==> src/design/gca_pkg.sv <==
`timescale 1ns / 1ps
// ----------------------------------------------------------------------------
// gca_pkg
// Shared constants, register codes and record types for the grouped column
// aggregator.
// ----------------------------------------------------------------------------
package gca_pkg;

  localparam int MAX_GROUP_ROWS = 65536;
  localparam int VALUE_BITS     = 32;
  localparam int FRACTION_BITS  = 16;

  // rows_in_group saturates one above the bound
  localparam int CNT_BITS     = $clog2(MAX_GROUP_ROWS + 2);
  localparam int SUM_BITS     = VALUE_BITS + CNT_BITS;
  localparam int SS_BITS      = 2 * VALUE_BITS + CNT_BITS;
  localparam int D_BITS       = SS_BITS + CNT_BITS;
  localparam int NUM_BITS     = D_BITS + 2 * FRACTION_BITS;
  localparam int M_BITS       = 2 * CNT_BITS;
  localparam int RES_BITS     = 64;
  localparam int ROOT_IN_BITS = 2 * RES_BITS;
  localparam int SREM_BITS    = RES_BITS + 4;
  localparam int STEP_BITS    = $clog2(((NUM_BITS > RES_BITS) ? NUM_BITS : RES_BITS) + 1);
  localparam int GRP_BITS     = 16;
  localparam int MODE_BITS    = 3;
  localparam int DATA_BITS    = 32;
  localparam int ADDR_BITS    = 3;

  localparam int QUEUE_DEPTH  = 2;
  localparam int QPTR_BITS    = $clog2(QUEUE_DEPTH);

  localparam logic [ADDR_BITS-1:0] REG_MODE_ADDR = ADDR_BITS'(0);

  localparam logic [MODE_BITS-1:0] MODE_SUM   = 3'd0;
  localparam logic [MODE_BITS-1:0] MODE_COUNT = 3'd1;
  localparam logic [MODE_BITS-1:0] MODE_MIN   = 3'd2;
  localparam logic [MODE_BITS-1:0] MODE_MAX   = 3'd3;
  localparam logic [MODE_BITS-1:0] MODE_MEAN  = 3'd4;
  localparam logic [MODE_BITS-1:0] MODE_STDEV = 3'd5;

  typedef struct packed {
    logic signed [SUM_BITS-1:0]   sum;
    logic [SS_BITS-1:0]           ss;
    logic [CNT_BITS-1:0]          cnt;
    logic signed [VALUE_BITS-1:0] min;
    logic signed [VALUE_BITS-1:0] max;
    logic                         ovf;
    logic [GRP_BITS-1:0]          grp;
  } rec_t;

  typedef struct packed {
    logic dividing;
    logic div_zero;
    logic sqrt_busy;
    logic sqrt_rem_ok;
  } fin_status_t;

endpackage

==> src/design/gca_front.sv <==
`timescale 1ns / 1ps
// ----------------------------------------------------------------------------
// gca_front
// Accumulates sum, square sum, count, min and max of a group, one element a
// cycle while take is high, and pushes a closed group record to the queue.
// ----------------------------------------------------------------------------
module gca_front (
  input  logic                              clk,
  input  logic                              rst_n,
  input  logic                              take,
  input  logic [31:0]                       element_value,
  input  logic                              element_valid,
  input  logic                              group_end,
  output logic                              rec_push,
  output gca_pkg::rec_t                     rec
);
  import gca_pkg::*;

  localparam logic [CNT_BITS-1:0] MAX_ROWS = CNT_BITS'(MAX_GROUP_ROWS);
  localparam logic signed [VALUE_BITS-1:0] MIN_INIT = {1'b0, {(VALUE_BITS-1){1'b1}}};
  localparam logic signed [VALUE_BITS-1:0] MAX_INIT = {1'b1, {(VALUE_BITS-1){1'b0}}};

  logic signed [SUM_BITS-1:0]   sum_r, sum_nxt, sum_upd;
  logic [SS_BITS-1:0]           ss_r, ss_nxt, ss_upd;
  logic [CNT_BITS-1:0]          cnt_r, cnt_nxt, cnt_upd;
  logic signed [VALUE_BITS-1:0] min_r, min_nxt, min_upd;
  logic signed [VALUE_BITS-1:0] max_r, max_nxt, max_upd;
  logic [CNT_BITS-1:0]          rows_r, rows_nxt, rows_upd;
  logic [GRP_BITS-1:0]          grp_r, grp_nxt;

  logic signed [VALUE_BITS-1:0] v;
  logic [VALUE_BITS-1:0]        mag;
  logic [2*VALUE_BITS-1:0]      sq;
  logic                         acc_en;

  always_comb begin
    v        = $signed(element_value[VALUE_BITS-1:0]);
    mag      = v[VALUE_BITS-1] ? (~element_value[VALUE_BITS-1:0] + VALUE_BITS'(1))
                               : element_value[VALUE_BITS-1:0];
    sq       = {{VALUE_BITS{1'b0}}, mag} * {{VALUE_BITS{1'b0}}, mag};
    rows_upd = (rows_r <= MAX_ROWS) ? rows_r + CNT_BITS'(1) : rows_r;
    acc_en   = element_valid && (rows_upd <= MAX_ROWS);
    sum_upd  = acc_en ? sum_r + SUM_BITS'(v) : sum_r;
    ss_upd   = acc_en ? ss_r + SS_BITS'(sq) : ss_r;
    cnt_upd  = acc_en ? cnt_r + CNT_BITS'(1) : cnt_r;
    min_upd  = (acc_en && v < min_r) ? v : min_r;
    max_upd  = (acc_en && v > max_r) ? v : max_r;

    rec.sum = sum_upd;
    rec.ss  = ss_upd;
    rec.cnt = cnt_upd;
    rec.min = min_upd;
    rec.max = max_upd;
    rec.ovf = rows_upd > MAX_ROWS;
    rec.grp = grp_r;
    rec_push = take && group_end;

    sum_nxt  = sum_r;
    ss_nxt   = ss_r;
    cnt_nxt  = cnt_r;
    min_nxt  = min_r;
    max_nxt  = max_r;
    rows_nxt = rows_r;
    grp_nxt  = grp_r;
    if (take) begin
      if (group_end) begin
        // close the group and start afresh
        sum_nxt  = '0;
        ss_nxt   = '0;
        cnt_nxt  = '0;
        min_nxt  = MIN_INIT;
        max_nxt  = MAX_INIT;
        rows_nxt = '0;
        grp_nxt  = grp_r + GRP_BITS'(1);
      end else begin
        sum_nxt  = sum_upd;
        ss_nxt   = ss_upd;
        cnt_nxt  = cnt_upd;
        min_nxt  = min_upd;
        max_nxt  = max_upd;
        rows_nxt = rows_upd;
      end
    end
  end

  always_ff @(posedge clk) begin
    if (!rst_n) begin
      sum_r  <= '0;
      ss_r   <= '0;
      cnt_r  <= '0;
      min_r  <= MIN_INIT;
      max_r  <= MAX_INIT;
      rows_r <= '0;
      grp_r  <= '0;
    end else begin
      sum_r  <= sum_nxt;
      ss_r   <= ss_nxt;
      cnt_r  <= cnt_nxt;
      min_r  <= min_nxt;
      max_r  <= max_nxt;
      rows_r <= rows_nxt;
      grp_r  <= grp_nxt;
    end
  end

endmodule

==> config.mk <==
export PLATFORM = sky130hd
export DESIGN_NAME = gca_front
export DESIGN_NICKNAME = d
export VERILOG_FILES = /design/src/design/gca_pkg.sv /design/src/design/gca_front.sv
export SDC_FILE = /design/constraint.sdc
export NUM_CORES = 2
export LEC_CHECK = 0
export CAP_MARGIN = 40
export CORE_AREA = 8 8 301 303
export DETAILED_ROUTE_END_ITERATION = 10
export DIE_AREA = 0 0 309 311
export DONT_BUFFER_PORTS = 1
export GPL_ROUTABILITY_DRIVEN = 1
export PLACE_DENSITY = 0.7
export SYNTH_ARGS = -nofsm -noshare
export SYNTH_HDL_FRONTEND = slang
export SYNTH_SLANG_ARGS = --single-unit
==> constraint.sdc <==
create_clock -name clk -period 33.2 [get_ports clk]
set_input_delay 9.96 -clock clk [delete_from_list [all_inputs] [get_ports clk]]
set_output_delay 9.96 -clock clk [all_outputs]
set_load 0.02 [all_outputs]
* After elaboration in Yosys (flattened, before gate mapping) *
Cells that the tools add are included.

storage, ports and cells
  register bits after elaboration = 244
  input port bits = 37
  output and inout bits = 229
  word-level logic and storage cells = 38

cells by class
  add/sub/neg operators = 6
  multiply operators = 1
  $lt $le $gt $ge = 5
  muxes and demuxes = 13
  bitwise logic cells = 1
  reduce and logical (&&, ||, !) cells = 5

operators with widths
  kind                                                              number
  81-bit 2-to-1 mux                                                 2
  32-bit 2-to-1 mux                                                 5
  49-bit 2-to-1 mux                                                 2
  81-bit by 64-bit adder with 81-bit output                         1
  17-bit 2-to-1 mux                                                 4
  32-bit by 32-bit multiplier with 64-bit output                    1
  49-bit by 32-bit adder with 49-bit output                         1
  17-bit by 1-bit adder with 17-bit output (second input constant)  2
  17-bit <= comparator (second input constant)                      2
  32-bit by 1-bit adder with 32-bit output (second input constant)  1
  32-bit greater-than comparator                                    1
  32-bit less-than comparator                                       1
  32-bit NOT                                                        1
  17-bit greater-than comparator (second input constant)            1
  16-bit by 1-bit adder with 16-bit output (second input constant)  1
  1-bit logical AND                                                 4
  2-bit AND reduction                                               1

* Depth between registers and ports, before layout *
  depth in word-level cells = 7
  gate-level depth with buffers = 41

* Least setup slack after synthesis *
OpenSTA, ideal clock, no wires.

  path kind = input -> output
  from = input port element_value[5]
  to = output port rec[167] (netlist name)
  data arrival time = 19.698 ns
  slack = 3.542 ns
  stages = 36
  path buffers = 3
  path through = clkbuf_1 > or4_1 > or2_2 > nor3_1 > nand2b_1 > nand2b_1 > or3_1 > or2_1 > o41ai_2 > xor2_2 > inv_2 > clkbuf_1 > nand2_1 > fa_1 > fa_1 > fa_1 > fa_1 > inv_1 > fa_1 > fa_1 > fa_1 > inv_1 > fa_1 > inv_1 > ha_1 > clkbuf_1 > nand2_1 > o21ai_0 > a21oi_1 > nor4_1 > o21ai_0 > nand3_1 > o21ai_0 > o21ai_1 > nand3_1 > xnor2_1

RTL lines
  element             RTL line         source
  start: declaration  gca_front.sv:11  input logic [31:0] element_value,
  end: declaration    gca_front.sv:15  output gca_pkg::rec_t rec

==> summary.txt <==
Run status
  – Status: finished clean

Worst setup path
  – CP startpoint kind: input port
  – Crit path kind: input port to output pin
  – Crit path launch: element_value[6]
  – Crit path capture type: output pin
  – Critical Path RT: 23.24 ns
  – Worst path slowest cell: xnor2_2
  – Reg2reg start: ss_r[22]$_SDFFE_PN0P_
  – Crit path largest cell delay: 0.81 ns
  – Peak fanout along the critical path: 15
  – Worst path most repeated cell: fa_1
  – Worst path arrival time: 22.23 ns

Floorplan
  – Core area: 85900 sq um
  – Die area: 96100 sq um
  – Site Rows: 108
  – Starting Density: 0.545
  – Die width: 309 um
  – Die Y: 311 um
  – # IOs: 266

Route
  – Routed vias: 37500
  – Initial DRC count: 3258
  – Vias per inst: 5.77
  – Final ANT Viol Nets: 0
  – Final wirelength: 151000 um
  – Routed length per instance: 23.1 um
  – First drt pass iteration count: 7
  – Remaining DRCs: 0

GRT
  – First-pass GRT wire length: 234000 um
  – Vias in the first global route: 39300
  – Largest net degree at the start of global routing: 72
  – Antenna violations before repair: 4
  – Total global routing overflow: 0
  – Total track usage: 0.314

CTS
  – CTS H-tree depth: 2
  – Clk sink count: 244
  – Clock root cell: clkbuf_16
  – Post-CTS Hold Buffers: 0
  – Clk slew on worst S/H paths: 0.05 ns
  – TritonCTS buffer count: 35
  – Clock buffer depth: 3
  – Resized Gates After CTS: 0
  – CTS tree: yes
  – Clock latency on the worst-skew pair: 0.58 ns
  – Post-CTS setup buffers: 0

Timing
  – Max_slew headroom: 0.328
  – RSZ-0062 raised after global routing: no
  – Final worst-path cycle share: 0.970
  – Final worst path period need: 32.19 ns
  – Max Slew Vio Count: 0
  – Final hold vios: 0
  – Worst slew pin tran: 1.00 ns
  – F_max: 31.1 MHz
  – Setup_tns: 0 ns
  – Final setup fails: 0
  – Clock Skew: 0.0360 ns

Cells and area
  – Commonest non-fill, non-tap cell in the layout: inv_1
  – Antenna Cells: 0
  – Commonest non-fill, non-tap cells in the layout: inv_1 (1168), fa_1 (874), nand2_1 (540)
  – Total Nets Final: 6619
  – Layout area overhead: 6.78%
  – Non-filler cells in the finished layout: 6508
  – Final Cell Area: 50100 sq um
  – Share of cells above drive strength 1: 0.0661

Yosys
  – Synth cell types: 88
  – Area contributors post-synth: fa_1 (37%), dfxtp_1 (10%), ha_1 (10%)
  – Synth async-reset ratio: 0
  – Synth Flop Type: dfxtp_1
  – Synthesis warning total: 0
  – Post-synth EDFFs: 0
  – Yosys reg bits: 244
  – Seq/Total Area, Yosys: 0.104
  – Synth area leader: fa_1
  – Post-synthesis instance total: 5380
  – Top-area cell type share of the netlist area: 0.373
  – Synth Cell Area: 46900 sq um
  – Syn Area/Cell: 8.71 sq um

Placed design
  – IO buf count: 0
  – Placer Congestion: 1.09
  – Post-Place Cells: 6445
  – Placed Area: 48900 sq um
  – Dpl hpwl: 120000 um

Min path
  – Worst min-delay path category: flop to flop
  – Worst hold start: max_r[30]$_SDFFE_PN0P_

Run
  – Max cap viols: 0
[cell families (layout without fill, tap and decap cells)]
logic type	Yosys count	count (layout)	share of synthesized area
and+or+nand+nor	1292	1292	0.121
adders and majority gates	1253	1253	0.474
xor gates and xnor gates	198	198	0.0375
muxes	104	104	0.0246
other	2	25	0.000160
buffers and inverters	1433	1383	0.117
DFF	244	244	0.104
AOI/OAI and AO/OA	854	854	0.121
[metrics by stage]
| stage | hold WS [ns] | setup WS [ns] | utilization |
|---|---|---|---|
| 2_1_floorplan | 0.442 | 3.54 | - |
| 3_3_place_gp | 0.456 | 1.61 | 0.561 |
| 3_5_place_dp | 0.456 | 1.39 | 0.569 |
| 4_1_cts | 0.475 | 1.36 | 0.582 |
| 5_1_grt | 0.485 | 0.647 | 0.582 |
| 6_report | 0.473 | 1.01 | 0.582 |
[area by class of cell]
cell class,instances,area [sq um]
inverters,1180,4430
flip-flops and latches,244,4880
clock buffers,47,1010
fillers,7714,35900
well taps,1155,1450
repair buffers,142,1260
multi-input cells,3726,36900
clock inverters,14,173
[registers in the layout (all words and copies together), names as in the netlist]
name and count:
grp_r 16, sum_r 49, ss_r 81, min_r 32, rows_r 17, cnt_r 17
max_r 32
[cells in the mapped netlist, types with 13 or more instances]
library cell,number
a211oi_1,15
nand2_1,540
nand2b_1,19
buf_4,13
and2_1,29
clkbuf_1,200
a21o_1,82
and3_1,24
fa_1,874
xnor2_1,113
nand4_1,56
o21a_1,13
ha_1,379
nor4_1,13
nor3_1,26
dfxtp_1,244
o21bai_1,27
a22o_1,97
or4_1,16
mux2i_1,15
or3_1,18
a31oi_1,18
o31ai_1,22
o211ai_1,48
o21ai_0,195
nor2_1,436
a21oi_1,191
nand3_1,54
nor2b_1,17
xor2_1,82
mux2_2,89
buf_2,27
inv_1,1168
a22oi_1,57
[final timing paths]
check	cells past startpoint	slack (ns)	to
min	1	0.47	max_r[30]$_SDFFE_PN0P_
min reg2reg	1	0.47	max_r[30]$_SDFFE_PN0P_
max	32	1.01	rec[167]
max reg2reg	24	24.35	ss_r[79]$_SDFFE_PN0P_
[per-layer routing]
layer / vias to the layer above / track usage / routed length [um] / part of all wire
met2: 1806 / 0.491 / 67400 / 0.45
met1: 18500 / 0.408 / 58600 / 0.39
met5: - / 0 / 23 / 0.00015
li1: 16800 / - / - / -
met4: 4 / 0.112 / 7010 / 0.047
met3: 393 / 0.100 / 17600 / 0.12
[worst max-delay path: cells and delay by family]
family	cells	cell delay, ns
AO/OA/AOI/OAI	6	1.99
XOR/XNOR	2	1.29
adder cells (fa/ha/maj)	9	4.42
buffers and inverters	5	1.04
AND/OR/NAND/NOR	10	3.51
Power is left out: the tool's default activity adds up to more than one toggle a clock period on the data nets, which glitch-free logic cannot reach.
