$ cat src/design/gca_pkg.sv
`timescale 1ns / 1ps
// ----------------------------------------------------------------------------
// gca_pkg
// Shared constants, register codes and record types for the grouped column
// aggregator.
// ----------------------------------------------------------------------------
package gca_pkg;

  localparam int MAX_GROUP_ROWS = 65536;
  localparam int VALUE_BITS     = 32;
  localparam int FRACTION_BITS  = 16;

  // rows_in_group saturates one above the bound
  localparam int CNT_BITS     = $clog2(MAX_GROUP_ROWS + 2);
  localparam int SUM_BITS     = VALUE_BITS + CNT_BITS;
  localparam int SS_BITS      = 2 * VALUE_BITS + CNT_BITS;
  localparam int D_BITS       = SS_BITS + CNT_BITS;
  localparam int NUM_BITS     = D_BITS + 2 * FRACTION_BITS;
  localparam int M_BITS       = 2 * CNT_BITS;
  localparam int RES_BITS     = 64;
  localparam int ROOT_IN_BITS = 2 * RES_BITS;
  localparam int SREM_BITS    = RES_BITS + 4;
  localparam int STEP_BITS    = $clog2(((NUM_BITS > RES_BITS) ? NUM_BITS : RES_BITS) + 1);
  localparam int GRP_BITS     = 16;
  localparam int MODE_BITS    = 3;
  localparam int DATA_BITS    = 32;
  localparam int ADDR_BITS    = 3;

  localparam int QUEUE_DEPTH  = 2;
  localparam int QPTR_BITS    = $clog2(QUEUE_DEPTH);

  localparam logic [ADDR_BITS-1:0] REG_MODE_ADDR = ADDR_BITS'(0);

  localparam logic [MODE_BITS-1:0] MODE_SUM   = 3'd0;
  localparam logic [MODE_BITS-1:0] MODE_COUNT = 3'd1;
  localparam logic [MODE_BITS-1:0] MODE_MIN   = 3'd2;
  localparam logic [MODE_BITS-1:0] MODE_MAX   = 3'd3;
  localparam logic [MODE_BITS-1:0] MODE_MEAN  = 3'd4;
  localparam logic [MODE_BITS-1:0] MODE_STDEV = 3'd5;

  typedef struct packed {
    logic signed [SUM_BITS-1:0]   sum;
    logic [SS_BITS-1:0]           ss;
    logic [CNT_BITS-1:0]          cnt;
    logic signed [VALUE_BITS-1:0] min;
    logic signed [VALUE_BITS-1:0] max;
    logic                         ovf;
    logic [GRP_BITS-1:0]          grp;
  } rec_t;

  typedef struct packed {
    logic dividing;
    logic div_zero;
    logic sqrt_busy;
    logic sqrt_rem_ok;
  } fin_status_t;

endpackage

$ cat src/design/gca_queue.sv
`timescale 1ns / 1ps
// ----------------------------------------------------------------------------
// gca_queue
// Short register queue of closed group records between front and back.
// ----------------------------------------------------------------------------
module gca_queue (
  input  logic          clk,
  input  logic          rst_n,
  input  logic          push,
  input  gca_pkg::rec_t rec_in,
  output logic          full,
  input  logic          pop,
  output gca_pkg::rec_t rec_out,
  output logic          empty
);
  import gca_pkg::*;

  rec_t                 mem_r [QUEUE_DEPTH];
  logic [QPTR_BITS-1:0] wr_r, wr_nxt, rd_r, rd_nxt;
  logic [QPTR_BITS:0]   cnt_r, cnt_nxt;
  logic                 do_push, do_pop;

  always_comb begin
    full    = cnt_r == (QPTR_BITS+1)'(QUEUE_DEPTH);
    empty   = cnt_r == '0;
    rec_out = mem_r[rd_r];
    do_push = push && !full;
    do_pop  = pop && !empty;
    wr_nxt  = wr_r;
    rd_nxt  = rd_r;
    if (do_push) begin
      wr_nxt = (wr_r == QPTR_BITS'(QUEUE_DEPTH - 1)) ? '0 : wr_r + QPTR_BITS'(1);
    end
    if (do_pop) begin
      rd_nxt = (rd_r == QPTR_BITS'(QUEUE_DEPTH - 1)) ? '0 : rd_r + QPTR_BITS'(1);
    end
    cnt_nxt = cnt_r + (QPTR_BITS+1)'(do_push) - (QPTR_BITS+1)'(do_pop);
  end

  always_ff @(posedge clk) begin
    if (do_push) begin
      mem_r[wr_r] <= rec_in;
    end
  end

  always_ff @(posedge clk) begin
    if (!rst_n) begin
      wr_r  <= '0;
      rd_r  <= '0;
      cnt_r <= '0;
    end else begin
      wr_r  <= wr_nxt;
      rd_r  <= rd_nxt;
      cnt_r <= cnt_nxt;
    end
  end

endmodule

$ cat config.mk
export PLATFORM = sky130hd
export DESIGN_NAME = gca_queue
export DESIGN_NICKNAME = d
export VERILOG_FILES = /design/src/design/gca_pkg.sv /design/src/design/gca_queue.sv
export SDC_FILE = /design/constraint.sdc
export NUM_CORES = 1
export LEC_CHECK = 0
export ABC_CLOCK_PERIOD_IN_PS = 19200
export BUFFER_PORTS_ARGS = -buffer_cell sky130_fd_sc_hd__buf_2
export CORE_AREA = 3 3 264 266
export DETAILED_ROUTE_END_ITERATION = 8
export DIE_AREA = 0 0 267 269
export PLACE_DENSITY_LB_ADDON = 0.05
export SETUP_SLACK_MARGIN = 0.05
export SYNTH_ARGS = -nofsm -noshare
export SYNTH_HDL_FRONTEND = slang
export SYNTH_SLANG_ARGS = --single-unit
$ cat constraint.sdc
create_clock -name clk -period 19.2 [get_ports clk]
set_input_delay 0.96 -clock clk [delete_from_list [all_inputs] [get_ports clk]]
set_output_delay 0.96 -clock clk [all_outputs]
set_load 0.005 [all_outputs]
After elaboration in Yosys (flattened, before gate mapping). Memories as Yosys holds them, arrays and structs flattened. A register that Yosys moved wholly into a read port is not among the register bits. Index checks and enable logic that the tools add are counted.

Bits in registers: 4. Memory bits (writable): 456. Bits of input ports: 232. Output and inout port bits: 230. Word-level logic and storage cells: 20. Memories kept: 1.

$add $sub $neg: 4. Eq/ne operators: 1. Muxes and demuxes: 6. Reduce and logical (&&, ||, !) cells: 5.

Memory list: mem_r (depth 2, width 228, read ports 1, clocked after Yosys merged registers in 1, wr ports 1, RTL line gca_queue.sv:18) `rec_t mem_r [QUEUE_DEPTH];`.

Operators by type and width (count): $mux W1 (6); $add A1 B1 Y1 const B (2); $add A2 B1 Y2 (1); $eq A2 B2 Y1 const B (1); $logic_and A1 B1 Y1 (2); $logic_not A1 Y1 (2); $logic_not A2 Y1 (1); $sub A2 B1 Y2 (1).

Logic depth before layout (Yosys ltp). Gate-level depths: netlist of run 1.

Depth in word-level cells: 5. Depth in mapped cells: 8. Mapped depth without buffers: 8.

Least setup slack after synthesis of run 1. OpenSTA, ideal clock, no wires.

Path kind: in2reg. Start: input port push. End: memory mem_r[0][0] in the netlist's numbering, enable pin. Library setup time: 0.820 ns. Arrival: 10.502 ns. Required time: 18.380 ns. Path slack: 7.878 ns. Stages on the path: 2. Buffers on the path: 0. Path through: nand2_1 nor2_1.

Cells in the longest elaborated chain, start to end: 3.

RTL lines: start, declared (RTL line gca_queue.sv:9) `input logic push,`; $logic_and A1 B1 Y1 (RTL line gca_queue.sv:27) `do_push = push && !full;`; $mux W1 (RTL line gca_queue.sv:41) `if (do_push) begin`; $mux W1 (not written as such) (RTL line gca_queue.sv:42) `mem_r[wr_r] <= rec_in;`; end, declared (RTL line gca_queue.sv:18).

No other way between the ends.

==> run summary, run 1 <==
DR pass1 iterations - 4
Die width - 267 um
Clock Skews - 0.0138 ns
Vias in the first global route - 9,305
Root buf cell - clkbuf_16
CP top delay family - buffers and inverters
Inst Count DP - 2,055
Clock-pin slew on the worst setup and hold paths - 0.05 ns
Pins over their slew limit - 0
Pwr Density - 138 nW/um2
Routed len/inst - 20.2 um
Max Cap Viol - 0
Area growth syn-to-layout - 29.7%
Critical Path RT - 18.24 ns
Layout cells sized above 1 - 0.602
CTS tree - built
DRC viols - 0
Post-synthesis cell count - 736
R2R setup slack - 15.62 ns
Reg power frac - 0.450
Crit-path max FO - 62
Mapped cell area - 16,800 um2
Post-CTS Setup Bufs - 0
Cell Int Power - 2220 uW
Reg2reg path depth - 6
CP Class - register to output pin
Largest cells by area after synthesis - edfxtp_1, mux2_2, buf_6
Final WL - 43.8 mm
#FFs+latches synth - 461
Clk pwr share - 0.329
Mean Syn Cell Area - 22.8 um2
Die height - 269 um
Bufs on Longest Clock Path - 3
Input/output buffers - 461
Actual slew at the worst max-slew pin - 1.03 ns
Worst rel slew slack - 0.311
Crit path arrival time - 3.48 ns
Initial core utilization - 0.249
Worst r2r dst - mem_r[0][186]
# rows - 95
Syn Nets - 970
Resize count post-CTS - 0
Core Box Area - 67,300 um2
Largest net degree at the start of global routing - 68
Status - complete, no violations
Die Area - 71,800 um2
Finished Layout Cells - 2,167
WP buf/inv - 3
# H-tree levels - 2
Combinational fraction of design power - 0.221
CTS Buf Count - 54
CP max-delay cell - dfxtp_4
WP depth - 4
Tot GR Track Use - 0.118
Final worst-path cycle share - 0.231
Leakage - 0.00793 uW
Worst Hold Class - register to register
Setup-failing EPs final - 0
CP endpoint kind - output pin
RSZ-0062 raised after global routing - no
Critical-path cell list - buf_4 > buf_4 > mux2_2 > buf_2
Setup TNS - 0 ns
Clk sink count - 461
Hold Fails Final Rpt - 0
Worst vdd ir - 61.0 uV
Worst skew pair latency - 0.58 ns
Critical Path Sink - rec_out[185]
Startpoint type of the worst setup path - register
First-pass GRT wire length - 61.5 mm
Fmax - 0.225 GHz
Yosys warnings - 0
Switching share of power - 0.261
Io pins - 462
CTS hold repair buffers - 0
Cell accounting for the most synthesized area - edfxtp_1
Max incr delay on CP - 0.76 ns
Core Util, Final - 0.323
Hold Slack - 0.517 ns
Top-area cell type share of the netlist area - 0.816
Layout net count - 1,472
Vias/cell - 4.00
Grt total ovfl - 0
Initial drt markers - 365
Yosys cell types - 17
Placer Congestion - 0.725
Initial antenna violation count - 25
Switching pwr - 784 uW
Via count - 8,673
Post-route minimum period - 4.44 ns
Routed Antenna Nets - 0
Seq/Total Area, Yosys - 0.822
DP HPWL - 30.1 mm
CP most frequent cell - buf_4
Reg2reg start - cnt_r[0]
state kept, by name, summed over array words and instances, names as in the netlist, named ones only:
signal	count
mem_r	456
cnt_r	2
wr_r	1
rd_r	1
synthesized netlist by cell type, drive strengths merged:
cell / count
mux2: 228
nand2b: 2
and2: 2
buf: 25
mux2i: 1
and3: 1
edfxtp: 456
inv: 3
o21a: 1
nor3: 1
nor2: 5
xor2: 1
nand2: 2
xnor2: 1
dfxtp: 5
ha: 2
worst min-delay path by stage:
| stage | from | endpoint | cells past startpoint |
|---|---|---|---|
| 6_report | rd_r | rd_r | 2 |
| 5_1_grt | rec_in[3] | mem_r[0][3] | 1 |
| 4_1_cts | rec_in[203] | mem_r[0][203] | 1 |
| 3_5_place_dp | rd_r | rd_r | 2 |
| 3_3_place_gp | rd_r | register | 2 |
| 2_1_floorplan | wr_r | wr_r | 2 |
metal layers:
layer / GRT usage / wire length [um] / vias to the layer above
met5: 0 / 178 / -
met4: 0.0384 / 986 / 28
met3: 0.0502 / 4020 / 94
met2: 0.202 / 21800 / 307
met1: 0.133 / 16900 / 4262
li1: - / - / 3982
metrics by stage:
step | instance area (um2) | total power [uW] | setup WS, ns
2_1_floorplan | 16800 | 1810 | 7.88
3_3_place_gp | 20000 | 2070 | 14.96
3_5_place_dp | 20000 | 2070 | 14.98
4_1_cts | 21700 | 3090 | 14.57
5_1_grt | 21700 | 3180 | 14.44
6_report | 21700 | 3010 | 14.76
worst reg2reg max path, delay by kind of cell, from the launching register on:
| family | cells | cell delay (ns) |
|---|---|---|
| buf+inv | 3 | 2.35 |
| simple gates | 3 | 0.42 |
| flops | 1 | 0.36 |
power by group through the flow:
stage	combinational, uW	sequential (uW)	clock, uW
finish	665	1350	991
detailed placement	689	1380	0
CTS	693	1360	1040
global route	734	1370	1080
floorplan	407	1400	0
global placement	691	1380	0
final cells by class:
class / count / area (um2)
Clock inverter: 28 / 246
Fill cell: 6646 / 45500
Inverter: 3 / 11.3
Tap cell: 873 / 1090
Clock buffer: 73 / 1490
Multi-Input combinational cell: 247 / 2700
Timing Repair Buffer: 471 / 2380
Antenna cell: 11 / 27.5
Sequential cell: 461 / 13800
cell usage in the layout (no fill, tap or decap), drive strengths merged, types with 3 or more instances in the layout:
master  instances
dfxtp           5
bufinv          5
nor2            5
clkinv         23
inv             3
clkbuf         73
edfxtp        456
buf           471
mux2          228
diode          11
logic make-up (layout without fill, tap and decap cells):
| kind of cell | Yosys count | in the layout | share of synthesized area |
|---|---|---|---|
| xor+xnor | 2 | 2 | 0.00104 |
| buf+inv | 28 | 575 | 0.0172 |
| mux | 229 | 229 | 0.154 |
| fa+ha+maj | 2 | 2 | 0.00149 |
| flops | 461 | 461 | 0.822 |
| compound gates | 1 | 1 | 0.000448 |
| simple gates | 13 | 13 | 0.00373 |
| other cells | 0 | 11 | 0 |
Note: power is estimated with default switching activity, not from simulation.
==> run 2: changes to the inputs <==
- ABC_CLOCK_PERIOD_IN_PS: 19200 -> 3900
- clock period: 19.2 -> 3.9 ns (I/O delays scaled with it)
==> run 2 against run 1 <==
Against the previous run: setup slack got worse by 13 ns; via count increased by 8.5%; register-to-register slack got worse by 14 ns; wire length decreased by 1.3%; highest routed layer is now met4; non-clock buffer count increased by 236.
==> run summary, run 2 (synthesis results as in run 1) <==
Max Cap Viol - 0 (unchanged)
Critical-path cell list - buf_12 > mux2_2 > buf_2
Fmax - 0.391 GHz
Setup-failing EPs final - 0 (unchanged)
Final WL - 43.2 mm (-1.3%)
Clock Skews - 0.0169 ns (+0.00305 ns)
# rows - 95 (unchanged)
Die Area - 71,800 um2 (unchanged)
CP endpoint kind - output pin
CTS Buf Count - 53 (-1.9%)
Worst rel slew slack - 0.500 (+0.188)
Resize count post-CTS - 0 (unchanged)
Worst hold stages - 4 (+2)
Post-CTS Setup Bufs - 0 (unchanged)
Tot Pwr - 14,800 uW (+390%)
Tot GR Track Use - 0.116 (-0.00222)
Hold Slack - 0.0803 ns (-0.436 ns)
CP Class - register to output pin
DP HPWL - 28.0 mm (-7.0%)
Area growth syn-to-layout - 43.3%
Reg2reg path depth - 4 (-2)
Vias in the first global route - 10,200 (+9.3%)
Die height - 269 um (unchanged)
Layout net count - 1,707 (+16%)
Worst skew pair latency - 0.58 ns (about the same)
Actual slew at the worst max-slew pin - 0.751 ns (-0.282 ns)
RSZ-0062 raised after global routing - no
CTS tree - built
DR pass1 iterations - 4 (unchanged)
Pins over their slew limit - 0 (unchanged)
Initial drt markers - 390 (+6.8%)
Worst Hold Class - input pin to register
Input/output buffers - 461 (unchanged)
Hold Fails Final Rpt - 0 (unchanged)
Grt total ovfl - 0 (unchanged)
Routed len/inst - 18.1 um (-10%)
Pwr Density - 616 nW/um2 (+350%)
Clock-pin slew on the worst setup and hold paths - 0.06 ns (about the same)
Root buf cell - clkbuf_16
CP max-delay cell - dfxtp_4
Via count - 9,410 (+8.5%)
Initial antenna violation count - 3 (-88%)
Biggest regs - mem_r: 456 flops, cnt_r: 2 flops
Die width - 267 um (unchanged)
Io pins - 462 (unchanged)
Startpoint type of the worst setup path - register
R2R setup slack - 1.92 ns (-13.70 ns)
Crit-path max FO - 52 (-16%)
Leakage - 0.00888 uW (+12%)
Most flops, register - mem_r
Final worst-path cycle share - 0.655
Initial core utilization - 0.249 (unchanged)
Worst vdd ir - 341 uV (+460%)
Number of flip-flops in the largest register - 456 (unchanged)
First-pass GRT wire length - 62.6 mm (+1.7%)
Most common cell after layout, fill and taps aside - buf_2
Crit path arrival time - 2.36 ns (-1.12 ns)
Max incr delay on CP - 0.84 ns (+0.08 ns)
Vias/cell - 3.94 (-1.5%)
Layout cells sized above 1 - 0.514 (-0.0878)
DRC viols - 0 (unchanged)
Status - complete, no violations
Bufs on Longest Clock Path - 3 (unchanged)
Setup TNS - 0 ns (unchanged)
Hold Path Origin - pop
Core Box Area - 67,300 um2 (unchanged)
Reg2reg start - cnt_r[0]
Largest net degree at the start of global routing - 102 (+50%)
Routed Antenna Nets - 0 (unchanged)
Worst r2r dst - mem_r[0][167]
Placer Congestion - 0.694 (-4.2%)
# H-tree levels - 2 (unchanged)
Most frequent cells in the layout - buf_2, edfxtp_1, dlygate4sd3_1, mux2_2, clkbuf_16
Post-route minimum period - 2.56 ns
CTS hold repair buffers - 230 (+230)
Clk sink count - 461 (unchanged)
Critical Path RT - 3.70 ns (-14.54 ns)
[run 2: changes by cell type in the layout (fill, tap and decap cells not counted), moves of 2 or more]
cell / change
buf_4: -3
diode_2: -8
clkinv_1: -4
bufinv_16: -2
clkbuf_16: -4
dlygate4sd3_1: +230
buf_12: +9
[run 2: per-layer routing]
metal | vias to the layer above | global-route usage | share of wire | routed length (um)
li1 | 4429 | - | - | -
met1 | 4617 | 0.139 | 0.41 | 17600
met2 | 296 | 0.189 | 0.48 | 20700
met3 | 68 | 0.0469 | 0.089 | 3840
met4 | 0 | 0.0403 | 0.025 | 1080
met5 | - | 0 | 0 | 0
[run 2: area by class of cell]
type	count	area, um2
clock inverter	24	184
multi-input combinational	247	2720
sequential	461	13800
fill	6591	43200
antenna	3	7.51
tap	873	1090
clock buffer	70	1390
inverter	3	11.3
timing repair buffer	707	4840
[run 2: worst max-delay path by stage]
stage	cells after the start	endpoint	startpoint	slack, ns
floorplan	3	mem_r[0][0]	cnt_r[0]	-0.41
global placement	3	rec_out[189]	register	1.85
detailed placement	3	rec_out[212]	register	1.85
CTS	3	rec_out[212]	register	1.19
global route	3	rec_out[167]	register	1.15
finish	3	rec_out[212]	register	1.34
[run 2: metrics by stage]
step / setup WS [ns] / cell area, um2 / std cells / util
after floorplan: -0.413 / 16800 / 736 / -
after global placement: 1.85 / 20200 / 2061 / 0.300
after detailed placement: 1.85 / 20200 / 2061 / 0.300
after CTS: 1.19 / 24000 / 2385 / 0.357
after global routing: 1.15 / 24000 / 2386 / 0.357
final: 1.34 / 24000 / 2388 / 0.357
[run 2: worst max-delay path, delay by kind of cell, from the launching register on]
kind                   cells  cell delay (ns)
DFF                        1             0.84
buffers and inverters      2             0.53
muxes                      1             0.38
[run 2: where the power goes]
| group | internal, uW | switching (uW) |
|---|---|---|
| Clock | 2680 | 1900 |
| Combinational | 1810 | 1820 |
| Sequential | 6380 | 226 |
| Total | 10900 | 3940 |
