[config.mk]
export PLATFORM = sky130hd
export DESIGN_NAME = gca_final
export DESIGN_NICKNAME = d
export VERILOG_FILES = /design/src/design/gca_pkg.sv /design/src/design/gca_final.sv
export SDC_FILE = /design/constraint.sdc
export NUM_CORES = 2
export LEC_CHECK = 0
export BUFFER_PORTS_ARGS = -buffer_cell sky130_fd_sc_hd__buf_2
export CAP_MARGIN = 20
export CORE_ASPECT_RATIO = 0.7
export CORE_MARGIN = 2
export CORE_UTILIZATION = 25
export CTS_BUF_LIST = sky130_fd_sc_hd__clkbuf_16
export CTS_CLUSTER_SIZE = 16
export DETAILED_ROUTE_END_ITERATION = 16
export MAX_ROUTING_LAYER = met4
export SLEW_MARGIN = 40
export SYNTH_ARGS = -nofsm -noshare
export SYNTH_HDL_FRONTEND = slang
export SYNTH_SLANG_ARGS = --single-unit
[constraint.sdc]
create_clock -name clk -period 43.8 [get_ports clk]
set_input_delay 6.57 -clock clk [delete_from_list [all_inputs] [get_ports clk]]
set_output_delay 6.57 -clock clk [all_outputs]
set_load 0.03 [all_outputs]
[src/design/gca_pkg.sv]
`timescale 1ns / 1ps
// ----------------------------------------------------------------------------
// gca_pkg
// Shared constants, register codes and record types for the grouped column
// aggregator.
// ----------------------------------------------------------------------------
package gca_pkg;

  localparam int MAX_GROUP_ROWS = 65536;
  localparam int VALUE_BITS     = 32;
  localparam int FRACTION_BITS  = 16;

  // rows_in_group saturates one above the bound
  localparam int CNT_BITS     = $clog2(MAX_GROUP_ROWS + 2);
  localparam int SUM_BITS     = VALUE_BITS + CNT_BITS;
  localparam int SS_BITS      = 2 * VALUE_BITS + CNT_BITS;
  localparam int D_BITS       = SS_BITS + CNT_BITS;
  localparam int NUM_BITS     = D_BITS + 2 * FRACTION_BITS;
  localparam int M_BITS       = 2 * CNT_BITS;
  localparam int RES_BITS     = 64;
  localparam int ROOT_IN_BITS = 2 * RES_BITS;
  localparam int SREM_BITS    = RES_BITS + 4;
  localparam int STEP_BITS    = $clog2(((NUM_BITS > RES_BITS) ? NUM_BITS : RES_BITS) + 1);
  localparam int GRP_BITS     = 16;
  localparam int MODE_BITS    = 3;
  localparam int DATA_BITS    = 32;
  localparam int ADDR_BITS    = 3;

  localparam int QUEUE_DEPTH  = 2;
  localparam int QPTR_BITS    = $clog2(QUEUE_DEPTH);

  localparam logic [ADDR_BITS-1:0] REG_MODE_ADDR = ADDR_BITS'(0);

  localparam logic [MODE_BITS-1:0] MODE_SUM   = 3'd0;
  localparam logic [MODE_BITS-1:0] MODE_COUNT = 3'd1;
  localparam logic [MODE_BITS-1:0] MODE_MIN   = 3'd2;
  localparam logic [MODE_BITS-1:0] MODE_MAX   = 3'd3;
  localparam logic [MODE_BITS-1:0] MODE_MEAN  = 3'd4;
  localparam logic [MODE_BITS-1:0] MODE_STDEV = 3'd5;

  typedef struct packed {
    logic signed [SUM_BITS-1:0]   sum;
    logic [SS_BITS-1:0]           ss;
    logic [CNT_BITS-1:0]          cnt;
    logic signed [VALUE_BITS-1:0] min;
    logic signed [VALUE_BITS-1:0] max;
    logic                         ovf;
    logic [GRP_BITS-1:0]          grp;
  } rec_t;

  typedef struct packed {
    logic dividing;
    logic div_zero;
    logic sqrt_busy;
    logic sqrt_rem_ok;
  } fin_status_t;

endpackage

[src/design/gca_final.sv]
`timescale 1ns / 1ps
// ----------------------------------------------------------------------------
// gca_final
// Turns a group record into a result: selection for sum, count, min and max,
// shift-add products, bit-serial long division and a digit-by-digit square
// root for mean and standard deviation.
// ----------------------------------------------------------------------------
module gca_final (
  input  logic                              clk,
  input  logic                              rst_n,
  input  logic [gca_pkg::MODE_BITS-1:0]     mode,
  input  logic                              q_empty,
  input  gca_pkg::rec_t                     q_rec,
  output logic                              q_pop,
  input  logic                              pop,
  output logic                              empty,
  output logic [63:0]                       result_value,
  output logic                              result_is_na,
  output logic                              group_overflow,
  output logic [15:0]                       group_number,
  output gca_pkg::fin_status_t              status
);
  import gca_pkg::*;

  localparam logic [2:0] ST_IDLE = 3'd0;
  localparam logic [2:0] ST_MUL1 = 3'd1;
  localparam logic [2:0] ST_MUL2 = 3'd2;
  localparam logic [2:0] ST_DIV  = 3'd3;
  localparam logic [2:0] ST_SQRT = 3'd4;
  localparam logic [2:0] ST_EMIT = 3'd5;

  logic [2:0]              state_r, state_nxt;
  rec_t                    rec_r, rec_nxt;
  logic [MODE_BITS-1:0]    mode_r, mode_nxt;
  logic [D_BITS-1:0]       mul_a_r, mul_a_nxt, acc_r, acc_nxt;
  logic [SUM_BITS-1:0]     mul_b_r, mul_b_nxt;
  logic [NUM_BITS-1:0]     num_r, num_nxt;
  logic [M_BITS-1:0]       rem_r, rem_nxt, div_r, div_nxt;
  logic [STEP_BITS-1:0]    step_r, step_nxt;
  logic [ROOT_IN_BITS-1:0] sqx_r, sqx_nxt;
  logic [RES_BITS-1:0]     root_r, root_nxt;
  logic [SREM_BITS-1:0]    srem_r, srem_nxt;
  logic [RES_BITS-1:0]     val_r, val_nxt;
  logic                    na_r, na_nxt;
  logic                    out_valid_r, out_valid_nxt;
  logic [RES_BITS-1:0]     out_val_r, out_val_nxt;
  logic                    out_na_r, out_na_nxt, out_ovf_r, out_ovf_nxt;
  logic [GRP_BITS-1:0]     out_grp_r, out_grp_nxt;

  logic [SUM_BITS-1:0]     q_mag, mag_r;
  logic [M_BITS:0]         rem_sh;
  logic [SREM_BITS-1:0]    srem_sh, trial;
  logic [RES_BITS-1:0]     quo;

  always_comb begin
    q_mag = q_rec.sum[SUM_BITS-1] ? SUM_BITS'(-q_rec.sum) : SUM_BITS'(q_rec.sum);
    mag_r = rec_r.sum[SUM_BITS-1] ? SUM_BITS'(-rec_r.sum) : SUM_BITS'(rec_r.sum);
    rem_sh  = {rem_r, num_r[NUM_BITS-1]};
    srem_sh = {srem_r[SREM_BITS-3:0], sqx_r[ROOT_IN_BITS-1 -: 2]};
    trial   = SREM_BITS'({root_r, 2'b01});
    quo     = RES_BITS'(num_r);

    state_nxt = state_r;
    rec_nxt   = rec_r;
    mode_nxt  = mode_r;
    mul_a_nxt = mul_a_r;
    mul_b_nxt = mul_b_r;
    acc_nxt   = acc_r;
    num_nxt   = num_r;
    rem_nxt   = rem_r;
    div_nxt   = div_r;
    step_nxt  = step_r;
    sqx_nxt   = sqx_r;
    root_nxt  = root_r;
    srem_nxt  = srem_r;
    val_nxt   = val_r;
    na_nxt    = na_r;
    q_pop     = 1'b0;

    out_valid_nxt = out_valid_r && !pop;
    out_val_nxt   = out_val_r;
    out_na_nxt    = out_na_r;
    out_ovf_nxt   = out_ovf_r;
    out_grp_nxt   = out_grp_r;

    unique case (state_r)
      ST_IDLE: begin
        if (!q_empty) begin
          q_pop     = 1'b1;
          rec_nxt   = q_rec;
          mode_nxt  = mode;
          val_nxt   = '0;
          na_nxt    = 1'b0;
          state_nxt = ST_EMIT;
          unique case (mode)
            MODE_SUM:   val_nxt = RES_BITS'(q_rec.sum);
            MODE_COUNT: val_nxt = RES_BITS'(q_rec.cnt);
            MODE_MIN: begin
              if (q_rec.cnt == '0) na_nxt = 1'b1;
              else val_nxt = RES_BITS'(q_rec.min);
            end
            MODE_MAX: begin
              if (q_rec.cnt == '0) na_nxt = 1'b1;
              else val_nxt = RES_BITS'(q_rec.max);
            end
            MODE_MEAN: begin
              if (q_rec.cnt == '0) begin
                na_nxt = 1'b1;
              end else begin
                num_nxt   = NUM_BITS'(q_mag) << FRACTION_BITS;
                div_nxt   = M_BITS'(q_rec.cnt);
                rem_nxt   = '0;
                step_nxt  = STEP_BITS'(NUM_BITS);
                state_nxt = ST_DIV;
              end
            end
            MODE_STDEV: begin
              if (q_rec.cnt < CNT_BITS'(2)) begin
                na_nxt = 1'b1;
              end else begin
                mul_a_nxt = D_BITS'(q_rec.ss);
                mul_b_nxt = SUM_BITS'(q_rec.cnt);
                acc_nxt   = '0;
                div_nxt   = M_BITS'(q_rec.cnt) * M_BITS'(q_rec.cnt - CNT_BITS'(1));
                state_nxt = ST_MUL1;
              end
            end
            default: na_nxt = 1'b1;
          endcase
        end
      end
      ST_MUL1: begin
        // n times the square sum
        if (mul_b_r != '0) begin
          if (mul_b_r[0]) acc_nxt = acc_r + mul_a_r;
          mul_a_nxt = mul_a_r << 1;
          mul_b_nxt = mul_b_r >> 1;
        end else begin
          mul_a_nxt = D_BITS'(mag_r);
          mul_b_nxt = mag_r;
          state_nxt = ST_MUL2;
        end
      end
      ST_MUL2: begin
        // subtract the squared sum
        if (mul_b_r != '0) begin
          if (mul_b_r[0]) acc_nxt = acc_r - mul_a_r;
          mul_a_nxt = mul_a_r << 1;
          mul_b_nxt = mul_b_r >> 1;
        end else begin
          num_nxt   = NUM_BITS'(acc_r) << (2 * FRACTION_BITS);
          rem_nxt   = '0;
          step_nxt  = STEP_BITS'(NUM_BITS);
          state_nxt = ST_DIV;
        end
      end
      ST_DIV: begin
        if (step_r != '0) begin
          if (rem_sh >= {1'b0, div_r}) begin
            rem_nxt = M_BITS'(rem_sh - {1'b0, div_r});
            num_nxt = {num_r[NUM_BITS-2:0], 1'b1};
          end else begin
            rem_nxt = M_BITS'(rem_sh);
            num_nxt = {num_r[NUM_BITS-2:0], 1'b0};
          end
          step_nxt = step_r - STEP_BITS'(1);
        end else if (mode_r == MODE_MEAN) begin
          val_nxt   = rec_r.sum[SUM_BITS-1] ? -quo : quo;
          state_nxt = ST_EMIT;
        end else begin
          sqx_nxt   = ROOT_IN_BITS'(num_r);
          root_nxt  = '0;
          srem_nxt  = '0;
          step_nxt  = STEP_BITS'(RES_BITS);
          state_nxt = ST_SQRT;
        end
      end
      ST_SQRT: begin
        if (step_r != '0) begin
          if (srem_sh >= trial) begin
            srem_nxt = srem_sh - trial;
            root_nxt = {root_r[RES_BITS-2:0], 1'b1};
          end else begin
            srem_nxt = srem_sh;
            root_nxt = {root_r[RES_BITS-2:0], 1'b0};
          end
          sqx_nxt  = sqx_r << 2;
          step_nxt = step_r - STEP_BITS'(1);
        end else begin
          val_nxt   = root_r;
          state_nxt = ST_EMIT;
        end
      end
      ST_EMIT: begin
        // hold until the output register is free
        if (!out_valid_r || pop) begin
          out_valid_nxt = 1'b1;
          out_val_nxt   = na_r ? '0 : val_r;
          out_na_nxt    = na_r;
          out_ovf_nxt   = rec_r.ovf;
          out_grp_nxt   = rec_r.grp;
          state_nxt     = ST_IDLE;
        end
      end
      default: state_nxt = ST_IDLE;
    endcase
  end

  always_comb begin
    empty          = !out_valid_r;
    result_value   = out_val_r;
    result_is_na   = out_na_r;
    group_overflow = out_ovf_r;
    group_number   = out_grp_r;
    status.dividing    = state_r == ST_DIV;
    status.div_zero    = div_r == '0;
    status.sqrt_busy   = state_r == ST_SQRT;
    status.sqrt_rem_ok = srem_r <= SREM_BITS'({root_r, 1'b0});
  end

  always_ff @(posedge clk) begin
    rec_r     <= rec_nxt;
    mode_r    <= mode_nxt;
    mul_a_r   <= mul_a_nxt;
    mul_b_r   <= mul_b_nxt;
    acc_r     <= acc_nxt;
    num_r     <= num_nxt;
    rem_r     <= rem_nxt;
    div_r     <= div_nxt;
    step_r    <= step_nxt;
    sqx_r     <= sqx_nxt;
    root_r    <= root_nxt;
    srem_r    <= srem_nxt;
    val_r     <= val_nxt;
    na_r      <= na_nxt;
    out_val_r <= out_val_nxt;
    out_na_r  <= out_na_nxt;
    out_ovf_r <= out_ovf_nxt;
    out_grp_r <= out_grp_nxt;
  end

  always_ff @(posedge clk) begin
    if (!rst_n) begin
      state_r     <= ST_IDLE;
      out_valid_r <= 1'b0;
    end else begin
      state_r     <= state_nxt;
      out_valid_r <= out_valid_nxt;
    end
  end

endmodule

---- Word level (Yosys, flattened, before mapping) ----
Index checks and enable logic that the tools add are counted.
word-level totals
  register bits ........................... 931
  input port bits ......................... 235
  output and inout bits ................... 88
  word-level logic and storage cells ...... 185
cells by class
  add/sub/neg operators ................... 9
  multiply operators ...................... 1
  $lt $le $gt $ge ......................... 4
  eq/ne operators ......................... 32
  muxes and demuxes ....................... 88
  bitwise operators ....................... 1
  reduce and logical (&&, ||, !) cells .... 28
operator list
  cell              number
  $mux W98          12
  $mux W130         5
  $mux W64          10
  $pmux W98 S3      2
  $pmux W130 S3     1
  $mux W128         3
  $mux W49          7
  $mux W34          8
  $mux W68          4
  $pmux W128 S2     1
  $pmux W64 S4      1
  $pmux W64 S3      1
  $pmux W49 S3      1
  $pmux W68 S2      1
  $pmux W64 S2      1
  $pmux W34 S3      1
  $add A98 B98 Y98  1
  $neg A49 Y49      2
  $sub A98 B98 Y98  1
  $ge A68 B66 Y1    1
  $le A68 B65 Y1    1
  $pmux W34 S2      1
  $sub A68 B66 Y68  1
  $neg A64 Y64      1
  other kinds (39)  95

---- Logic depth before layout (Yosys ltp) ----
  depth after elaboration ................. 6
  depth in mapped cells ................... 32
  gate-level depth less buffers ........... 29

---- Worst setup path after synthesis ----
Ideal clock, no wire load.
  kind .................................... reg2reg
  start ................................... reg step_r[0]
  end ..................................... reg root_r[0] (enable)
  setup time .............................. 1.259 ns
  arrival time ............................ 20.444 ns
  required time ........................... 42.541 ns
  setup slack ............................. 22.097 ns
  stages on the path, launching flop included .. 8
  path buffers ............................ 1
  clock period less this slack ............ 21.703 ns
  path through ............................ edfxtp_1 > inv_1 > ha_1 > nand2_1 > or3_1 > or3_1 > clkbuf_1 > o31ai_1
between the ends
  cells in the longest elaborated chain, start to end .. 3
  elaborated cells on any way between the ends .. 4
  those cells by class .................... eq/ne (2); reduce/logical (2)
RTL lines
  item                                                           RTL line                            source
  start, declared                                                gca_final.sv:39                     logic [STEP_BITS-1:0] step_r, step_nxt;
  start signal, assigned                                         gca_final.sv:230                    step_r <= step_nxt;
  $reduce_bool A8 Y1 (*)                                         gca_final.sv:158, gca_final.sv:179
  $ne A2 B2 Y1 (no line) / $ne A2 B1 Y1 (equally long branches)  n/a
  $reduce_and A4 Y1 (no line) (*)                                n/a
  end signal, assigned                                           gca_final.sv:232                    root_r <= root_nxt;
  end, declared                                                  gca_final.sv:41                     logic [RES_BITS-1:0] root_r, root_nxt;
Mark *: on every way between the ends. The rest lies on a longest branch, timed or not.
A chain may end at the register's enable or synchronous reset.

---- Worst setup path after layout ----
  start ................................... in q_rec[86] in the netlist's numbering
  end ..................................... reg div_r[28] (data pin)
between the ends
  cells in the longest elaborated chain, start to end .. 4
RTL lines
  item                  RTL line          source
  start, declared       gca_final.sv:13   input gca_pkg::rec_t q_rec,
  $sub A17 B1 Y18       gca_final.sv:124  div_nxt = M_BITS'(q_rec.cnt) * M_BITS'(q_rec.cnt - CNT_BITS'(1));
  $mul A18 B18 Y34 (*)  gca_final.sv:124
  $mux W34 (*)          gca_final.sv:118  if (q_rec.cnt < CNT_BITS'(2)) begin
  $pmux W34 S2 (*)      gca_final.sv:95   unique case (mode)
  end signal, assigned  gca_final.sv:229  div_r <= div_nxt;
  end, declared         gca_final.sv:38   logic [M_BITS-1:0] rem_r, rem_nxt, div_r, div_nxt;
Mark *: on every way between the ends. The rest lies on a longest branch, timed or not. The select of a mux whose other input is x is not followed.

==> key figures <==
Global route
  – GRT Residual Overflow: 0
  – Largest net degree at the start of global routing: 177
  – Initial antenna violation count: 31
  – Global Route Usage Sum: 16.7%
  – First-pass GRT wire length: 346000 microns
  – Vias in the first global route: 53108

Route
  – Vias/cell: 5.01
  – 1st-pass router iterations: 6
  – Wire length per cell: 21.2 microns
  – Vias: 54899
  – Detailed Route WL: 232000 microns
  – Initial DRC Count: 5516
  – Post-route DRC: 0
  – Post-route ant nets: 0

Clock network
  – Clk pin slew, worst setup/hold paths: 0.06 ns
  – TritonCTS clock tree: built
  – Postcts setup bufs: 0
  – Root buf cell: clkbuf_16
  – Post-CTS resize count: 0
  – H-tree depth: 3
  – Deepest clock path buffer count: 3
  – Worst skew pair latency: 0.78 ns
  – Inserted Clock Buffers: 103
  – CTS sink cnt: 931
  – Hold_buf cts: 0

Pwr
  – Peak VDD IR: 0.0000797 V
  – Sw frac: 46.5%
  – Clock share of power: 15.3%
  – Combinational Power Share: 57.8%
  – Internal: 0.00312 W
  – Leak: 30.8 nW
  – Psw: 0.00271 W
  – Sequential share of power: 26.9%
  – Pwr dens: 75.3 nW/um^2

Hold path
  – Hold WC Path Type: register to register

Floorplanning
  – Area of the core: 271000 sq um
  – DIE HEIGHT: 441 microns
  – Site row count: 160
  – Die ar.: 277000 sq um
  – Die Span X: 628 microns
  – I/O Pins: 323
  – Initial core utilization: 25.1%

Timing
  – Final min period: 14.79 ns
  – Final setup viols: 0
  – Final worst-path cycle share: 33.8%
  – RSZ-0062 raised after global routing: no
  – Final Max Slew Viols: 0
  – Setup TNS: 0 ns
  – Fmax: 0.0676 GHz
  – Worst slew margin: 35.6%
  – Final WS setup: 29.01 ns
  – Endpoints failing hold: 0
  – Skew final: 0.0975 ns
  – Worst-Margin Slew: 0.966 ns

Synthesis
  – EDFF count, synth: 927
  – Syn Nets: 7935
  – Post-Syn Area: 68200 sq um
  – Synthesized flop and latch total: 931
  – Cells after Synth: 7053
  – Synthesized area per cell: 9.67 sq um
  – Main synth FF type: edfxtp_1
  – Top-area cell type share of the netlist area: 40.8%
  – Register area share after synthesis: 40.9%
  – Share of flip-flops with an asynchronous set or reset: 0%
  – Top post-synthesis cells by area: edfxtp_1 (41%), ha_1 (7.4%), fa_1 (7.1%)
  – Yosys warning count: 0
  – Synth area leader: edfxtp_1
  – Post-synthesis cell type count: 91

Setup path
  – CP required: 44.25 ns
  – Setup crit start kind: primary input
  – Worst Setup Path Type: primary input to register
  – Crit path max fanout: 22
  – Critical Path AT: 15.24 ns
  – Crit. End Element: register

Place
  – Placement Setup Slack: 28.30 ns
  – Gp weighted congestion: 0.956
  – IO Port Bufs: 322
  – Post-DP HPWL: 178000 microns

Layout
  – Multi-input logic area: 37200 sq um
  – Layout cells sized above 1: 8.89%
  – Layout fillers: 28581
  – Sequential Area: 27900 sq um
  – Fin nets: 8089
  – Layout area overhead: 13.6%

Flow run
  – Max-cap violations: 0

Outcome
  – Status: finished clean
## critical path: stages
cell	delay, ns
buf_2	0.09
buf_4	0.22
nor4_1	0.48
nand2_1	0.15
nor3_1	0.57
inv_1	0.20
or3_1	0.35
ha_1	0.70
nor2_1	0.15
fa_1	0.45
fa_1	0.50
ha_1	0.33
fa_1	0.54
inv_1	0.05
fa_1	0.52
inv_1	0.05
fa_1	0.47
ha_1	0.36
nand4_1	0.14
nor2_1	0.06
a221oi_1	0.46
o21ai_0	0.33
a2111oi_0	0.66
nor2_1	0.22
a311oi_1	0.36
xnor2_1	0.16
nor2_1	0.05
## path summary, 6_finish.rpt
| kind | slack (ns) | cells past startpoint | startpoint | to |
|---|---|---|---|---|
| setup / recovery | 29.01 | 27 | q_rec[86] | div_r[28] |
| hold / removal | 0.42 | 0 | rec_r[0] | group_number[0] |
| setup reg to reg | 35.90 | 16 | state_r[0] | acc_r[95] |
| hold reg to reg | 0.42 | 0 | rec_r[0] | group_number[0] |
## layout by cell type (no fill, tap or decap), drive strengths merged, types with 218 or more instances in the layout
master | Yosys | routed
inv | 522 | 544
nand2 | 879 | 879
buf | 30 | 400
nor2 | 600 | 600
ha | 405 | 405
xnor2 | 218 | 218
o21ai | 318 | 318
edfxtp | 927 | 927
a21oi | 460 | 460
fa | 242 | 242
## registers in the layout, indices dropped and copies added (netlist names), 3 cells and up
name and flops:
group_number 16, srem_r 68, root_r 64, state_r 3, acc_r 98, rec_r 66, mul_b_r 49, num_r 130
div_r 34, mul_a_r 98, val_r 64, result_value 64, mode_r 3, rem_r 34, sqx_r 128, step_r 8
## area by class of cell
type / count / share of cell area (%)
flip-flops and latches: 931 / 36.0
diodes: 14 / 0.0452
repair buffers: 400 / 3.06
inverters: 523 / 2.54
clock inverters: 88 / 1.09
clock buffers: 103 / 3.33
multi-input cells: 5248 / 48.0
well taps: 3645 / 5.88
## cells in the mapped netlist, drive strengths merged, types with 10 or more instances
library cell and number:
o21bai 44, a21oi 460, o221ai 37, or2 25, or3 83, a221o 49, a211o 18, nand4 77
nand2 879, nor3b 13, and2 61, edfxtp 927, a211oi 56, nor2b 176, inv 522, xnor2 218
o31ai 74, a21o 161, mux2i 129, or4 42, o41ai 38, nor3 101, a31oi 30, nor4 59
nand3 91, o21a 36, o21ai 318, nor2 600, fa 242, a221oi 11, o211ai 22, a2111oi 13
a22oi 49, xor2 207, nand2b 200, ha 405, a21boi 20, a22o 45, buf 30, nand3b 10
o22ai 10, and3 39, clkbuf 321
## power by group through the flow
stage	clock [W]	sequential [W]	combinational, W
after floorplan	0	0.00158	0.00246
after global placement	0	0.00158	0.00330
after detailed placement	0	0.00158	0.00332
after CTS	0.000917	0.00157	0.00335
after global routing	0.000948	0.00160	0.00376
final	0.000895	0.00157	0.00337
## cell families after synthesis
group | after synthesis | synth area share (%)
buffers and inverters | 874 | 4.82
AND/OR/NAND/NOR | 2486 | 17.4
XOR/XNOR | 425 | 5.46
multiplexers | 130 | 1.91
flip-flops | 931 | 40.9
AO/OA/AOI/OAI | 1560 | 15.0
adder cells (fa/ha/maj) | 647 | 14.5
## layer usage
metal  global-route usage (%)  vias up  part of all wire, %
li1                         -    25441                    -
met5                        -        -                    0
met4                     5.94        0                  3.5
met3                     2.00      351                  6.0
met1                     22.4    27118                   45
met2                     26.0     1989                   46
## through the flow
stage               hold WS, ns  instance area, sq um  total power (W)  util, %  cells
finish                    0.419                 77500          0.00584     28.6  10952
global route              0.425                 77500          0.00630     28.5  10949
CTS                       0.419                 77400          0.00583     28.5  10935
detailed placement        0.405                 73900          0.00491     27.2  10744
global placement          0.401                 73800          0.00488     27.2  10739
floorplan                 0.400                 68200          0.00404        -   7053
No activity file was read; power rests on OpenSTA's default activity.
